**src/rtl/ahlp_pkg.sv**
```systemverilog
`timescale 1ns / 1ps

package ahlp_pkg;

   localparam int AddrWidthDefault = 32;

   // character codes
   localparam logic [7:0] CharStx    = 8'h02;
   localparam logic [7:0] CharEtx    = 8'h03;
   localparam logic [7:0] CharTab    = 8'h09;
   localparam logic [7:0] CharLf     = 8'h0A;
   localparam logic [7:0] CharVt     = 8'h0B;
   localparam logic [7:0] CharFf     = 8'h0C;
   localparam logic [7:0] CharCr     = 8'h0D;
   localparam logic [7:0] CharSpace  = 8'h20;
   localparam logic [7:0] CharDollar = 8'h24;
   localparam logic [7:0] CharPct    = 8'h25;
   localparam logic [7:0] CharQuote  = 8'h27;
   localparam logic [7:0] CharComma  = 8'h2C;
   localparam logic [7:0] CharDot    = 8'h2E;
   localparam logic [7:0] CharZero   = 8'h30;
   localparam logic [7:0] CharNine   = 8'h39;
   localparam logic [7:0] CharUpA    = 8'h41;
   localparam logic [7:0] CharUpF    = 8'h46;
   localparam logic [7:0] CharUpS    = 8'h53;
   localparam logic [7:0] CharLowA   = 8'h61;
   localparam logic [7:0] CharLowF   = 8'h66;

   localparam logic [15:0] SumMask = 16'hFFFF;

   typedef enum logic [3:0] {
      PH_WAIT = 4'd0,
      PH_BODY = 4'd1,
      PH_HEX2 = 4'd2,
      PH_SEP  = 4'd3,
      PH_OPT  = 4'd4,
      PH_CMDL = 4'd5,
      PH_CMD1 = 4'd6,
      PH_CMDN = 4'd7,
      PH_PEND = 4'd8,
      PH_DONE = 4'd9,
      PH_DEAD = 4'd10
   } phase_type;

   typedef enum logic [1:0] {
      KIND_DATA  = 2'd0,
      KIND_END   = 2'd1,
      KIND_ERROR = 2'd2
   } kind_type;

   typedef enum logic [2:0] {
      ERR_NONE      = 3'd0,
      ERR_ILLEGAL   = 3'd1,
      ERR_BAD_HEX   = 3'd2,
      ERR_NO_SEP    = 3'd3,
      ERR_UNK_CMD   = 3'd4,
      ERR_CHECKSUM  = 3'd5,
      ERR_NO_DATA   = 3'd6,
      ERR_TRUNCATED = 3'd7
   } err_type;

   typedef enum logic [1:0] {
      CMD_NONE  = 2'd0,
      CMD_ADDR  = 2'd1,
      CMD_SUM   = 2'd2,
      CMD_OTHER = 2'd3
   } cmd_type;

   typedef struct packed {
      logic       is_hex;
      logic [3:0] hex_val;
      logic       is_etx;
      logic       is_stx;
      logic       is_dollar;
      logic       is_body_ws;   // space, tab, CR, LF, FF
      logic       is_any_space; // body whitespace plus VT
      logic       is_opt_sep;   // quote, comma, percent, space
      logic       is_term;      // comma or dot
      cmd_type    letter;
   } char_class_type;

   typedef struct packed {
      logic        valid;
      kind_type    kind;
      logic [31:0] addr;
      logic [7:0]  value;
      err_type     err;
   } result_type;

endpackage

```
**src/rtl/ascii_hex_load_parser.sv**
```systemverilog
// A character taken on req_ is held in the input register; any result that it gives
// is held in the result register and shown on rsp_. One character per cycle while the
// result slot is empty or drains; the parse logic lies between those two registers.
// A character steps the parser only when the result slot is empty or drains that cycle.
// Reset (synchronous, active high) returns to waiting for STX with address, sum and
// seen flag cleared, and sets the checksum enable to 1.
`timescale 1ns / 1ps

module ascii_hex_load_parser
   import ahlp_pkg::*;
#(
   parameter int ADDR_WIDTH = AddrWidthDefault
)
(
   input  logic        clock,
   input  logic        reset,
   // req_tdata: [7:0] char_in
   input  logic        req_tvalid,
   output logic        req_tready,
   input  logic [7:0]  req_tdata,
   input  logic        req_tlast,  // end_of_input
   // rsp_tdata: [31:0] byte_address, [39:32] byte_value, [42:40] error_code, rest zero
   output logic        rsp_tvalid,
   input  logic        rsp_tready,
   output logic [47:0] rsp_tdata,
   // rsp_tuser: [1:0] kind
   output logic [1:0]  rsp_tuser,
   input  logic        csr_valid,
   output logic        csr_ready,
   input  logic        csr_data    // check_sum_enable
);

   logic           in_valid_ff;
   logic [7:0]     in_char_ff;
   logic           in_eof_ff;
   logic           rsp_valid_ff;
   logic [47:0]    rsp_data_ff;
   logic [1:0]     rsp_user_ff;
   logic           check_en_ff;
   logic           advance;
   char_class_type cls;
   result_type     res;

   assign advance    = in_valid_ff && (!rsp_valid_ff || rsp_tready);
   assign req_tready = !in_valid_ff || advance;
   assign csr_ready  = 1'b1;
   assign rsp_tvalid = rsp_valid_ff;
   assign rsp_tdata  = rsp_data_ff;
   assign rsp_tuser  = rsp_user_ff;

   always_ff @(posedge clock) begin
      if (reset) begin
         check_en_ff <= 1'b1;
      end else if (csr_valid) begin
         check_en_ff <= csr_data;
      end
   end

   always_ff @(posedge clock) begin
      if (reset) begin
         in_valid_ff <= 1'b0;
      end else if (req_tready) begin
         in_valid_ff <= req_tvalid;
      end
   end

   always_ff @(posedge clock) begin
      if (req_tvalid && req_tready) begin
         in_char_ff <= req_tdata;
         in_eof_ff  <= req_tlast;
      end
   end

   ahlp_char_class u_class (
      .char_in (in_char_ff),
      .cls     (cls)
   );

   ahlp_parse_core #(
      .ADDR_WIDTH (ADDR_WIDTH)
   ) u_core (
      .clock    (clock),
      .reset    (reset),
      .step     (advance),
      .eof      (in_eof_ff),
      .cls      (cls),
      .check_en (check_en_ff),
      .res      (res)
   );

   // result slot is free or being drained whenever the core steps
   always_ff @(posedge clock) begin
      if (reset) begin
         rsp_valid_ff <= 1'b0;
      end else if (advance) begin
         rsp_valid_ff <= res.valid;
      end else if (rsp_tready) begin
         rsp_valid_ff <= 1'b0;
      end
   end

   always_ff @(posedge clock) begin
      if (advance && res.valid) begin
         rsp_data_ff <= {5'b0, res.err, res.value, res.addr};
         rsp_user_ff <= res.kind;
      end
   end

endmodule

```
**src/rtl/ahlp_char_class.sv**
```systemverilog
`timescale 1ns / 1ps

module ahlp_char_class
   import ahlp_pkg::*;
(
   input  logic [7:0]     char_in,
   output char_class_type cls
);

   always_comb begin
      cls = '0;
      cls.letter = CMD_OTHER;
      if (char_in inside {[CharZero:CharNine]}) begin
         cls.is_hex  = 1'b1;
         cls.hex_val = 4'(char_in - CharZero);
      end else if (char_in inside {[CharLowA:CharLowF]}) begin
         cls.is_hex  = 1'b1;
         cls.hex_val = 4'(char_in - CharLowA + 8'd10);
      end else if (char_in inside {[CharUpA:CharUpF]}) begin
         cls.is_hex  = 1'b1;
         cls.hex_val = 4'(char_in - CharUpA + 8'd10);
      end
      cls.is_etx       = (char_in == CharEtx);
      cls.is_stx       = (char_in == CharStx);
      cls.is_dollar    = (char_in == CharDollar);
      cls.is_body_ws   = char_in inside {CharSpace, CharTab, CharCr, CharLf, CharFf};
      cls.is_any_space = char_in inside {CharSpace, CharTab, CharCr, CharLf, CharFf, CharVt};
      cls.is_opt_sep   = char_in inside {CharQuote, CharComma, CharPct, CharSpace};
      cls.is_term      = char_in inside {CharComma, CharDot};
      if (char_in == CharUpA) begin
         cls.letter = CMD_ADDR;
      end else if (char_in == CharUpS) begin
         cls.letter = CMD_SUM;
      end
   end

endmodule

```
**src/rtl/ahlp_parse_core.sv**
```systemverilog
`timescale 1ns / 1ps

module ahlp_parse_core
   import ahlp_pkg::*;
#(
   parameter int ADDR_WIDTH = AddrWidthDefault
)
(
   input  logic           clock,
   input  logic           reset,
   input  logic           step,
   input  logic           eof,
   input  char_class_type cls,
   input  logic           check_en,
   output result_type     res
);

   localparam int ExtW = (ADDR_WIDTH > 32) ? ADDR_WIDTH : 32;

   phase_type             phase_ff, phase_in;
   logic [3:0]            nibble_ff, nibble_in;
   logic [ADDR_WIDTH-1:0] addr_ff, addr_in;
   logic [ADDR_WIDTH-1:0] value_ff, value_in;
   cmd_type               letter_ff, letter_in;
   logic [15:0]           sum_ff, sum_in;
   logic                  seen_ff, seen_in;

   logic                  body_step, do_emit, do_finish, do_fail;
   err_type               fail_code;
   logic [ExtW-1:0]       addr_ext;

   assign addr_ext = ExtW'(addr_ff);

   always_comb begin
      phase_in  = phase_ff;
      nibble_in = nibble_ff;
      addr_in   = addr_ff;
      value_in  = value_ff;
      letter_in = letter_ff;
      sum_in    = sum_ff;
      seen_in   = seen_ff;
      body_step = 1'b0;
      do_emit   = 1'b0;
      do_finish = 1'b0;
      do_fail   = 1'b0;
      fail_code = ERR_NONE;
      res.valid = 1'b0;
      res.kind  = KIND_DATA;
      res.addr  = '0;
      res.value = '0;
      res.err   = ERR_NONE;

      case (phase_ff)
         PH_WAIT: begin
            if (eof) begin
               do_finish = 1'b1;
            end else if (cls.is_stx) begin
               phase_in = PH_BODY;
            end
         end
         PH_BODY: begin
            if (eof) begin
               do_finish = 1'b1;
            end else begin
               body_step = 1'b1;
            end
         end
         PH_HEX2: begin
            if (eof) begin
               do_fail = 1'b1; fail_code = ERR_TRUNCATED;
            end else if (!cls.is_hex) begin
               do_fail = 1'b1; fail_code = ERR_BAD_HEX;
            end else begin
               value_in = ADDR_WIDTH'({nibble_ff, cls.hex_val});
               phase_in = PH_SEP;
            end
         end
         PH_SEP: begin
            if (eof) begin
               phase_in = PH_PEND;
               do_emit  = 1'b1;
            end else if (!cls.is_any_space) begin
               do_fail = 1'b1; fail_code = ERR_NO_SEP;
            end else begin
               phase_in = PH_OPT;
               do_emit  = 1'b1;
            end
         end
         PH_OPT: begin
            if (eof) begin
               do_finish = 1'b1;
            end else if (cls.is_opt_sep) begin
               phase_in = PH_BODY;
            end else begin
               body_step = 1'b1;
            end
         end
         PH_CMDL: begin
            if (eof) begin
               do_fail = 1'b1; fail_code = ERR_TRUNCATED;
            end else begin
               letter_in = cls.letter;
               value_in  = '0;
               phase_in  = PH_CMD1;
            end
         end
         PH_CMD1, PH_CMDN: begin
            if (eof) begin
               do_fail = 1'b1; fail_code = ERR_TRUNCATED;
            end else if (phase_ff == PH_CMDN && cls.is_term) begin
               case (letter_ff)
                  CMD_ADDR: begin
                     addr_in  = value_ff;
                     phase_in = PH_BODY;
                  end
                  CMD_SUM: begin
                     if (check_en && ((sum_ff & SumMask) != value_ff[15:0])) begin
                        do_fail = 1'b1; fail_code = ERR_CHECKSUM;
                     end else begin
                        phase_in = PH_BODY;
                     end
                  end
                  default: begin
                     do_fail = 1'b1; fail_code = ERR_UNK_CMD;
                  end
               endcase
            end else if (!cls.is_hex) begin
               do_fail = 1'b1; fail_code = ERR_BAD_HEX;
            end else begin
               value_in = {value_ff[ADDR_WIDTH-5:0], cls.hex_val};
               phase_in = PH_CMDN;
            end
         end
         PH_PEND: begin
            do_finish = 1'b1;
         end
         default: ;
      endcase

      if (body_step) begin
         if (cls.is_hex) begin
            nibble_in = cls.hex_val;
            phase_in  = PH_HEX2;
         end else if (cls.is_etx) begin
            do_finish = 1'b1;
         end else if (cls.is_body_ws) begin
            phase_in = PH_BODY;
         end else if (cls.is_dollar) begin
            phase_in = PH_CMDL;
         end else begin
            do_fail = 1'b1; fail_code = ERR_ILLEGAL;
         end
      end

      if (do_emit) begin
         res.valid = 1'b1;
         res.kind  = KIND_DATA;
         res.addr  = addr_ext[31:0];
         res.value = value_ff[7:0];
         addr_in   = addr_ff + 1'b1;
         sum_in    = sum_ff + 16'(value_ff[7:0]);
         seen_in   = 1'b1;
      end

      if (do_finish) begin
         phase_in  = PH_DONE;
         res.valid = 1'b1;
         if (seen_ff) begin
            res.kind = KIND_END;
         end else begin
            res.kind = KIND_ERROR;
            res.err  = ERR_NO_DATA;
         end
      end

      if (do_fail) begin
         phase_in  = PH_DEAD;
         res.valid = 1'b1;
         res.kind  = KIND_ERROR;
         res.err   = fail_code;
      end
   end

   always_ff @(posedge clock) begin
      if (reset) begin
         phase_ff  <= PH_WAIT;
         nibble_ff <= '0;
         addr_ff   <= '0;
         value_ff  <= '0;
         letter_ff <= CMD_NONE;
         sum_ff    <= '0;
         seen_ff   <= 1'b0;
      end else if (step) begin
         phase_ff  <= phase_in;
         nibble_ff <= nibble_in;
         addr_ff   <= addr_in;
         value_ff  <= value_in;
         letter_ff <= letter_in;
         sum_ff    <= sum_in;
         seen_ff   <= seen_in;
      end
   end

   // terminal phases swallow everything
   a_quiet_after_end: assert property (@(posedge clock) disable iff (reset)
      step && (phase_ff == PH_DONE || phase_ff == PH_DEAD) |-> !res.valid)
      else $error("result produced after end of load");

   a_data_sets_seen: assert property (@(posedge clock) disable iff (reset)
      step && res.valid && res.kind == KIND_DATA |=> seen_ff)
      else $error("data byte transfer did not mark seen_data");

   a_error_terminal: assert property (@(posedge clock) disable iff (reset)
      step && res.valid && res.kind == KIND_ERROR
      |=> phase_ff == PH_DEAD || phase_ff == PH_DONE)
      else $error("error did not stop the parser");

   a_pend_finishes: assert property (@(posedge clock) disable iff (reset)
      step && phase_ff == PH_PEND |-> res.valid && res.kind != KIND_DATA)
      else $error("pending end produced no end result");

endmodule

```
**config.mk**
```make
export PLATFORM = sky130hd
export DESIGN_NAME = ascii_hex_load_parser
export DESIGN_NICKNAME = d
export VERILOG_FILES = /design/src/rtl/ahlp_pkg.sv /design/src/rtl/ascii_hex_load_parser.sv /design/src/rtl/ahlp_char_class.sv /design/src/rtl/ahlp_parse_core.sv
export SDC_FILE = /design/constraint.sdc
export NUM_CORES = 1
export LEC_CHECK = 0
export ABC_AREA = 1
export BUFFER_PORTS_ARGS = -buffer_cell sky130_fd_sc_hd__buf_2
export CORE_MARGIN = 4
export CORE_UTILIZATION = 60
export DETAILED_ROUTE_END_ITERATION = 7
export PLACE_DENSITY = 0.84
export SYNTH_ARGS = -nofsm -noshare
export SYNTH_HDL_FRONTEND = slang
export SYNTH_SLANG_ARGS = --single-unit
export TNS_END_PERCENT = 50
```
**constraint.sdc**
```tcl
create_clock -name clock -period 5.3 [get_ports clock]
set_input_delay 0.53 -clock clock [delete_from_list [all_inputs] [get_ports clock]]
set_output_delay 0.53 -clock clock [all_outputs]
set_load 0.02 [all_outputs]
```
==> flow_summary.yaml, run 1 <==
timing:
  clock_skew_ns: 0.01011
  tightest_slew_ns: 1.029
  setup_viol: 0
  max_slew_margin_pct: 31.30
  finalCritPeriodShare_pct: 65.00
  rsz0062_at_grt: "no"
  finalMaxSlewViolations: 0
  max_freq_mhz: 290.3
  holdWs_ns: 0.2766
  finalHoldViolCount: 0
  fin_crit_ns: 3.445
  setup_tns_ns: 0
layout:
  area_growth_pct: 11.50
  fillCellCount: 1012
  layout_common_cells: "nand2_1 (198), inv_1 (108), nor2_1 (101)"
  nNetsFinal: 1065
  design_area_sq_um: 8688
  antenna_cells: 0
  multi_input_area_sq_um: 3612
  seqCellArea_sq_um: 3503
  layout_commonest_cell: "nand2_1"
  final_layout_size_suffix_gt1_share_pct: 12.89
route:
  viasPerCell: 5.634
  finalWirelength_microns: 18390
  wire_per_inst_microns: 15.08
  drt-pass1-iter-count: 8
  vias: 6868
  drt.antenna.violating_nets: 0
  route.detailed.drc: 0
  detail_route.iter0.violations: 878
floorplanning:
  initial_core_util_pct: 61.50
  die-area_sq_um: 14870
  rows: 41
  coreArea_sq_um: 12670
  io_pins: 68
  die_w_microns: 122.0
  dieHeight_microns: 122.0
clock_tree:
  cts.repair.resized: 0
  clk_pin_slew_ns: 0.06
  clock_latency_ns: 0.43
  post_cts_buffers: 0
  clockBufferDepth: 2
  cts_buffers: 17
  postCtsHoldBufs: 0
  cts-root-buf: "clkbuf_16"
  htreeDepth: 4
  clock-sinks: 148
  tritoncts: "done"
placed_design:
  dp_hpwl_microns: 12720
  port_buffers: 61
  placed_area_sq_um: 8104
  gp_congestion: 0.9428
worst_setup_path:
  crit_path_max_incr_delay_ns: 0.97
  r2r_end: "u_core.addr_ext[5]$_SDFFE_PP0P_"
  criticalPathCategory: "reg -> reg"
  worstSetupPathDepth: 11
  cp_common_cell: "inv_1"
  reg2reg_depth: 11
  critPathTopFamily: "buffers and inverters"
  r2r_start: "in_char_ff[0]$_DFFE_PP_"
  crit_path_max_fanout: 75
  crit_slowest_cell: "inv_1"
  start_kind: "flop"
  rrSetupSlack_ns: 1.85
  worst_setup_path_end_kind: "flop"
  crit_chain: "inv_1, ha_1, nand2_1, inv_1, nand2_1, nand4_2, nand2_4, inv_1, o21ai_0, a21oi_1, a311oi_1"
  crit_arrival_ns: 3.72
  crit_required_ns: 5.58
  worst-path-buf-inv: 3
yosys:
  yosysWarnings: 0
  yosysUniqueCellTypes: 55
  async_reset_ff_share_pct: 0
  synth_enable_flop_cells: 54
  ys.flop_type: "dfxtp_1"
  syn_area_sq_um: 7792
  avgSynthCellArea_sq_um: 7.847
  synth-seq-cells: 148
  postSynthCellCount: 993
  ys_seq_area_share_pct: 44.96
worst_hold_path:
  min_path_type: "in -> reg"
  min-delay-start: "req_tdata[1]"
  min_to: "in_char_ff[1]$_DFFE_PP_"
  hold_depth: 1
power:
  ir_drop_mv: 0.1886
  p_per_area_nw_per_um2: 299.0
  seqPwrFrac_pct: 47.0
  p_sw_share_pct: 22.93
  p_leak_nw: 3.359
  pwr-share-clk_pct: 46.2
  power_frac_comb_pct: 6.8
  p_int_mw: 2.002
  power.switching_mw: 0.5956
run:
  cap_violations: 0
global_route:
  grt_max_degree: 76
  antenna_found_initial: 0
  grt_util_all_layers_pct: 25.53
  grt_pass1_vias: 6148
  grt_pass1_wl_microns: 29960
  overflow: 0
outcome:
  outcome: "completed"
## worst max path at each step
stage,start,endpoint
3_5_place_dp,in_char_ff[0]$_DFFE_PP_,u_core.addr_ext[5]$_SDFFE_PP0P_
2_1_floorplan,in_char_ff[1]$_DFFE_PP_,rsp_tdata[0]$_SDFFCE_PN0P_
6_report,in_char_ff[0]$_DFFE_PP_,u_core.addr_ext[5]$_SDFFE_PP0P_
3_3_place_gp,in_char_ff[0]$_DFFE_PP_,u_core.addr_ext[8]$_SDFFE_PP0P_
4_1_cts,in_char_ff[0]$_DFFE_PP_,u_core.addr_ext[5]$_SDFFE_PP0P_
5_1_grt,in_char_ff[0]$_DFFE_PP_,u_core.addr_ext[2]$_SDFFE_PP0P_
## Yosys cell counts (2+ instances only)
cell,number,area [sq um]
nor2_1,102,382.9
nor3_1,21,105.1
inv_2,6,22.52
nand2_2,5,31.28
buf_1,2,7.510
nor2_2,9,56.30
buf_2,19,95.09
inv_1,109,409.1
nand3_1,61,305.3
clkbuf_1,14,52.55
xor2_1,29,254.0
ha_1,15,187.7
conb_1,2,7.510
buf_4,9,67.56
o31ai_1,3,22.52
o21ai_1,15,75.07
nand2_1,198,743.2
dfxtp_1,94,1882
nand2_4,2,22.52
nand3_2,4,40.04
or2_2,2,12.51
a221oi_1,4,35.03
o21ai_0,51,255.2
nor4_1,2,12.51
a21oi_1,71,355.3
edfxtp_1,54,1622
xnor2_1,6,52.55
nand3b_1,2,15.01
o21bai_1,3,22.52
nand4_2,2,25.02
nor3_2,3,30.03
o211ai_1,2,15.01
a31oi_1,24,150.1
a311oi_1,2,17.52
nand4_1,12,75.07
a211oi_1,13,97.59
buf_6,3,33.78
## power groups by stage
| stage | logic [mW] | registers [mW] | clock network (mW) |
|---|---|---|---|
| after floorplan | 0.106 | 1.27 | 0 |
| after global placement | 0.175 | 1.25 | 0 |
| after detailed placement | 0.174 | 1.25 | 0 |
| after CTS | 0.175 | 1.22 | 1.21 |
| after global routing | 0.194 | 1.22 | 1.27 |
| final | 0.176 | 1.22 | 1.20 |
## per-stage QoR
step                      setup slack [ns]  total power [mW]  utilization [%]  cells
after CTS                            1.897             2.609            68.57   1219
after global routing                 1.511             2.685            68.57   1219
after floorplan                      2.358             1.371                -    997
after detailed placement             1.901             1.421            63.96   1187
final                                1.855             2.598            68.57   1219
after global placement               2.070             1.420            63.96   1187
## logic make-up after synthesis
group	synth area share (%)
simple gates	24.86
flops	44.96
xor+xnor	3.934
other cells	0.09638
compound gates	14.58
fa+ha+maj	2.665
buf+inv	8.911
## metal layers
metal  share of wire (%)  wire length (microns)  GRT usage (%)
met4                 2.4                    440          10.08
met2                  45                   8239          39.02
met1                  44                   8072          35.15
met5                   0                      0              0
met3                 8.9                   1634          5.989
## worst reg2reg max path, cell delays in order, from the launching register on
cell	delay [ns]
edfxtp_1	0.43
inv_1	0.18
ha_1	0.26
nand2_1	0.09
inv_1	0.08
nand2_1	0.11
nand4_2	0.13
nand2_4	0.43
inv_1	0.98
o21ai_0	0.29
a21oi_1	0.25
a311oi_1	0.06
## sequential cells by signal, summed over array words and instances, names as in the netlist, 2 cells and up
signal / cells
u_core.letter_ff: 2
rsp_tdata: 43
in_char_ff: 8
u_core.value_ff: 32
u_core.sum_ff: 16
rsp_tuser: 2
u_core.phase_ff: 4
u_core.addr_ext: 32
u_core.nibble_ff: 4
## final cells by class
type / instances / area share [%]
multi-input combinational: 686 / 41.58
sequential: 148 / 40.32
clock buffer: 21 / 5.184
inverter: 116 / 5.040
timing repair buffer: 65 / 3.859
tap: 172 / 2.477
clock inverter: 11 / 1.541
(Power assumes the default switching activity.)
==> run 2, diff against run 1 <==
Clock period 5.3 ns to 3.3 ns, I/O delays scaled along.
==> flow_summary.yaml, run 2 (synthesis results as in run 1) <==
power:
  pwr-share-clk_pct: 42.9
  power.switching_mw: 0.9450
  p_int_mw: 2.992
  seqPwrFrac_pct: 49.9
  p_total_mw: 3.937
  p_per_area_nw_per_um2: 453.0
  p_leak_nw: 3.365
  power_frac_comb_pct: 7.2
  ir_drop_mv: 0.5633
  p_sw_share_pct: 24.00
route:
  finalWirelength_microns: 18330
  route.detailed.drc: 0
  vias: 6857
  detail_route.iter0.violations: 698
  wire_per_inst_microns: 14.94
  drt-pass1-iter-count: 7
  viasPerCell: 5.588
  drt.antenna.violating_nets: 0
timing:
  finalHoldViolCount: 0
  rsz0062_at_grt: "no"
  holdWs_ns: 0.08549
  worst_slack_ns: 0.6125
  tightest_slew_ns: 0.5987
  setup_tns_ns: 0
  finalMaxSlewViolations: 0
  clock_skew_ns: 0.01103
  finalCritPeriodShare_pct: 81.44
  max_slew_margin_pct: 60.09
  fin_crit_ns: 2.687
  setup_viol: 0
  max_freq_mhz: 372.1
worst_setup_path:
  crit_path_max_incr_delay_ns: 0.50
  crit_path_max_fanout: 45
  crit_arrival_ns: 2.79
  r2r_start: "in_char_ff[0]$_DFFE_PP_"
  r2r_end: "rsp_tdata[31]$_SDFFCE_PN0P_"
  worst_setup_path_end_kind: "flop"
  endpoint: "rsp_tdata[31]$_SDFFCE_PN0P_"
  cp-startpoint: "in_char_ff[0]$_DFFE_PP_"
  crit_slowest_cell: "a2111oi_0"
  crit_required_ns: 3.41
  criticalPathCategory: "reg -> reg"
  crit_chain: "inv_1, ha_1, inv_1, a2111oi_0, nand2_1, nand2_1, nand2_1, nand3_1, inv_1, nand3_1, nand2_1, clkinv_1, buf_12"
  worstSetupPathDepth: 13
  reg2reg_depth: 13
  start_kind: "flop"
  cp_common_cell: "nand2_1"
  critPathTopFamily: "buffers and inverters"
  worst-path-buf-inv: 5
  rrSetupSlack_ns: 0.61
floorplanning:
  rows: 41
  coreArea_sq_um: 12670
  initial_core_util_pct: 61.50
  die_w_microns: 122.0
  die-area_sq_um: 14870
  dieHeight_microns: 122.0
  io_pins: 68
placed_design:
  gp_congestion: 0.9256
  dp_hpwl_microns: 12570
  pre_cts_ws_ns: 0.6942
  placed_area_sq_um: 8177
  port_buffers: 61
layout:
  fillCellCount: 1023
  antenna_cells: 0
  largest_register_ffs: 43
  layout_commonest_cell: "nand2_1"
  layout_common_cells: "nand2_1 (198), inv_1 (108), nor2_1 (101)"
  final_layout_size_suffix_gt1_share_pct: 13.36
  nNetsFinal: 1073
  design_area_sq_um: 8691
  area_growth_pct: 11.53
clock_tree:
  cts_buffers: 17
  htreeDepth: 4
  cts-root-buf: "clkbuf_16"
  clk_pin_slew_ns: 0.06
  clock_latency_ns: 0.42
  post_cts_buffers: 0
  clock-sinks: 148
  clockBufferDepth: 2
  tritoncts: "done"
  postCtsHoldBufs: 0
  cts.repair.resized: 0
global_route:
  grt_pass1_wl_microns: 30380
  antenna_found_initial: 0
  overflow: 0
  grt_max_degree: 50
  grt_pass1_vias: 6285
  grt_util_all_layers_pct: 25.67
outcome:
  outcome: "completed"
run:
  cap_violations: 0
worst_hold_path:
  min_path_type: "in -> reg"
[run 2: worst min-delay path by stage]
stage / start / to / slack (ns) / cells past startpoint
after global routing: req_tdata[3] / in_char_ff[3]$_DFFE_PP_ / 0.08 / 1
after detailed placement: u_core.value_ff[30]$_SDFFE_PP0P_ / u_core.value_ff[30]$_SDFFE_PP0P_ / 0.46 / 2
after CTS: req_tdata[3] / in_char_ff[3]$_DFFE_PP_ / 0.07 / 1
final: req_tdata[3] / in_char_ff[3]$_DFFE_PP_ / 0.09 / 1
after global placement: u_core.value_ff[30]$_SDFFE_PP0P_ / u_core.value_ff[30]$_SDFFE_PP0P_ / 0.45 / 2
after floorplan: req_tdata[0] / in_char_ff[0]$_DFFE_PP_ / 0.43 / 0
[run 2: power groups by stage]
stage / clock network (mW) / logic, mW / registers [mW]
final: 1.69 / 0.285 / 1.96
after global routing: 1.79 / 0.314 / 1.97
after CTS: 1.70 / 0.284 / 1.96
after detailed placement: 0 / 0.281 / 2.00
after global placement: 0 / 0.283 / 2.00
after floorplan: 0 / 0.170 / 2.03
[run 2: through the flow]
step,util [%],cells
after floorplan,-,997
after global placement,64.53,1195
after detailed placement,64.53,1195
after CTS,68.59,1227
after global routing,68.59,1227
final,68.59,1227
[run 2: metal layers]
metal	up-vias	share of wire [%]	track usage, %
li1	3398	-	-
met1	3109	43	34.01
met2	315	46	40.75
met3	35	8.1	5.525
met4	0	2.3	11.06
met5	-	0	0
[run 2: cell type report]
type	instances	area, sq um	share of cell area [%]
clock buffers	22	454.2	5.226
multi-input cells	686	3612	41.56
repair buffers	73	407.9	4.693
inverters	116	437.9	5.039
flip-flops and latches	148	3503	40.31
clock inverters	10	60.06	0.6910
well taps	172	215.2	2.476
[run 2: worst reg2reg max path, delay by kind of cell (launching register included)]
family / cells / cell delay [ns]
flops: 1 / 0.42
buf+inv: 5 / 0.68
compound gates: 1 / 0.50
fa+ha+maj: 1 / 0.28
simple gates: 6 / 0.48
==> run 3, diff against run 2 <==
Settings changed: CORE_UTILIZATION 60 to 54, PLACE_DENSITY 0.84 to 0.8.
Clock period 3.3 ns to 2.35 ns, I/O delays scaled along.
==> flow_summary.yaml, run 3 (synthesis results as in run 1) <==
timing:
  max_slew_margin_pct: 53.29
  holdWs_ns: 0.01065
  finalMaxSlewViolations: 0
  max_freq_mhz: 382.1
  finalCritPeriodShare_pct: 111.4
  fin_crit_ns: 2.617
  tightest_slew_ns: 0.6933
  clock_skew_ns: 0.006700
  worst_slack_ns: -0.2674
  finalHoldViolCount: 0
  setup_viol: 80
  setup_tns_ns: -13.34
  rsz0062_at_grt: "yes"
clock_tree:
  htreeDepth: 4
  clock-sinks: 148
  cts_buffers: 17
  tritoncts: "done"
  clk_pin_slew_ns: 0.06
  clock_latency_ns: 0.43
  cts-root-buf: "clkbuf_16"
  clockBufferDepth: 2
run:
  cap_violations: 0
power:
  p_per_area_nw_per_um2: 578.7
  ir_drop_mv: 0.5043
  seqPwrFrac_pct: 46.0
  power.switching_mw: 1.459
  p_leak_nw: 4.053
  pwr-share-clk_pct: 43.1
  p_sw_share_pct: 24.40
  p_int_mw: 4.519
  power_frac_comb_pct: 10.8
global_route:
  grt_util_all_layers_pct: 24.61
  antenna_found_initial: 0
  grt_max_degree: 55
  overflow: 0
  grt_pass1_vias: 6891
  grt_pass1_wl_microns: 32560
worst_setup_path:
  crit_chain: "inv_2, ha_4, buf_6, o21bai_1, nand2_1, nand2_2, nand2_2, nor3b_2, nand3_2, nand3_2, inv_2, nand3_2, nand2_2, clkinvlp_4, buf_12, clkbuf_16"
  crit_path_max_incr_delay_ns: 0.45
  crit_path_max_fanout: 6
  crit_required_ns: 2.49
  critPathTopFamily: "simple AND/OR/NAND/NOR gates"
  crit_arrival_ns: 2.76
  criticalPathCategory: "reg -> reg"
  worst-path-buf-inv: 6
  worst_setup_path_end_kind: "flop"
  start_kind: "flop"
  crit_slowest_cell: "edfxtp_1"
floorplanning:
  io_pins: 68
  coreArea_sq_um: 13990
  die-area_sq_um: 16420
  initial_core_util_pct: 55.71
  rows: 43
  die_w_microns: 128.1
  dieHeight_microns: 128.1
outcome:
  outcome: "finished, violations left"
  violations: "negative setup slack"
layout:
  area_growth_pct: 32.56
  layout_common_cells: "nand2_1 (187), inv_1 (97), nor2_1 (91)"
  layout_commonest_cell: "nand2_1"
  nNetsFinal: 1184
  antenna_cells: 0
  largest_register_ffs: 43
  fillCellCount: 940
  final_layout_size_suffix_gt1_share_pct: 27.96
placed_design:
  dp_hpwl_microns: 13660
  port_buffers: 61
  gp_congestion: 0.9546
route:
  finalWirelength_microns: 23600
  wire_per_inst_microns: 17.53
  vias: 7904
  drt-pass1-iter-count: 8
  drt.antenna.violating_nets: 0
  viasPerCell: 5.872
  route.detailed.drc: 0
  detail_route.iter0.violations: 1059
worst_hold_path:
  min_path_type: "in -> reg"
run 3: cell types whose count changed in the layout (fill, tap and decap cells not counted), sizes merged:
cell and change:
dlygate4sd3 +9, buf +94, inv -2, clkinv -4
clkinvlp +3, nand2 +2, clkbuf +9
run 3: path summary, 6_finish.rpt:
kind | from | to | slack [ns] | cells past startpoint
worst max register to register | in_char_ff[1]$_DFFE_PP_ | rsp_tdata[2]$_SDFFCE_PN0P_ | -0.27 | 16
worst max-delay path | in_char_ff[1]$_DFFE_PP_ | rsp_tdata[2]$_SDFFCE_PN0P_ | -0.27 | 16
worst min-delay path | csr_valid | check_en_ff$_SDFFE_PP1P_ | 0.01 | 2
worst min register to register | u_core.value_ff[31]$_SDFFE_PP0P_ | u_core.value_ff[31]$_SDFFE_PP0P_ | 0.47 | 2
run 3: worst reg2reg max path, cell delays in order (launching register included):
cell,delay (ns)
edfxtp_1,0.45
inv_2,0.11
ha_4,0.19
buf_6,0.12
o21bai_1,0.13
nand2_1,0.08
nand2_2,0.11
nand2_2,0.07
nor3b_2,0.23
nand3_2,0.12
nand3_2,0.11
inv_2,0.05
nand3_2,0.06
nand2_2,0.08
clkinvlp_4,0.12
buf_12,0.16
clkbuf_16,0.15
run 3: routing by layer:
layer / share of wire [%] / vias to the layer above / track usage, %
li1: - / 3641 / -
met1: 37 / 3656 / 30.77
met2: 49 / 480 / 41.56
met3: 8.9 / 127 / 4.583
met4: 4.9 / 0 / 10.74
met5: 0 / - / 0
run 3: layout make-up:
class / instances / area (sq um) / share of cell area [%]
clock inverter: 7 / 46.29 / 0.4482
timing repair buffer: 182 / 1515 / 14.67
clock buffer: 25 / 518.0 / 5.015
multi-input combinational: 688 / 4038 / 39.09
inverter: 116 / 475.5 / 4.603
tap: 180 / 225.2 / 2.180
sequential: 148 / 3512 / 34.00
run 3: stage by stage:
step	area (sq um)	setup slack (ns)	power [mW]	util, %	std cells
5_1_grt	10330	-0.3984	6.150	73.85	1346
4_1_cts	9575	-0.1152	5.885	68.45	1315
6_report	10330	-0.2674	5.977	73.85	1346
3_3_place_gp	8760	-0.08434	3.281	62.62	1263
2_1_floorplan	7915	-0.3149	3.108	-	997
3_5_place_dp	8760	-0.2323	3.285	62.62	1263
run 3: power by group through the flow:
stage / registers [mW] / clock network [mW] / logic [mW]
after global placement: 2.80 / 0 / 0.476
after CTS: 2.75 / 2.59 / 0.544
after detailed placement: 2.81 / 0 / 0.478
after floorplan: 2.85 / 0 / 0.254
after global routing: 2.76 / 2.70 / 0.691
final: 2.75 / 2.58 / 0.647
run 3: timing repair:
action                                  in CTS  in global routing
hold endpoints to repair                     9                  0
gates cloned                                 2                  9
pin swaps                                    1                 35
hold buffers                                 9                  0
endpoints found under the setup margin      61                124
buffers inserted                             9                 23
gates resized for setup                     15                119
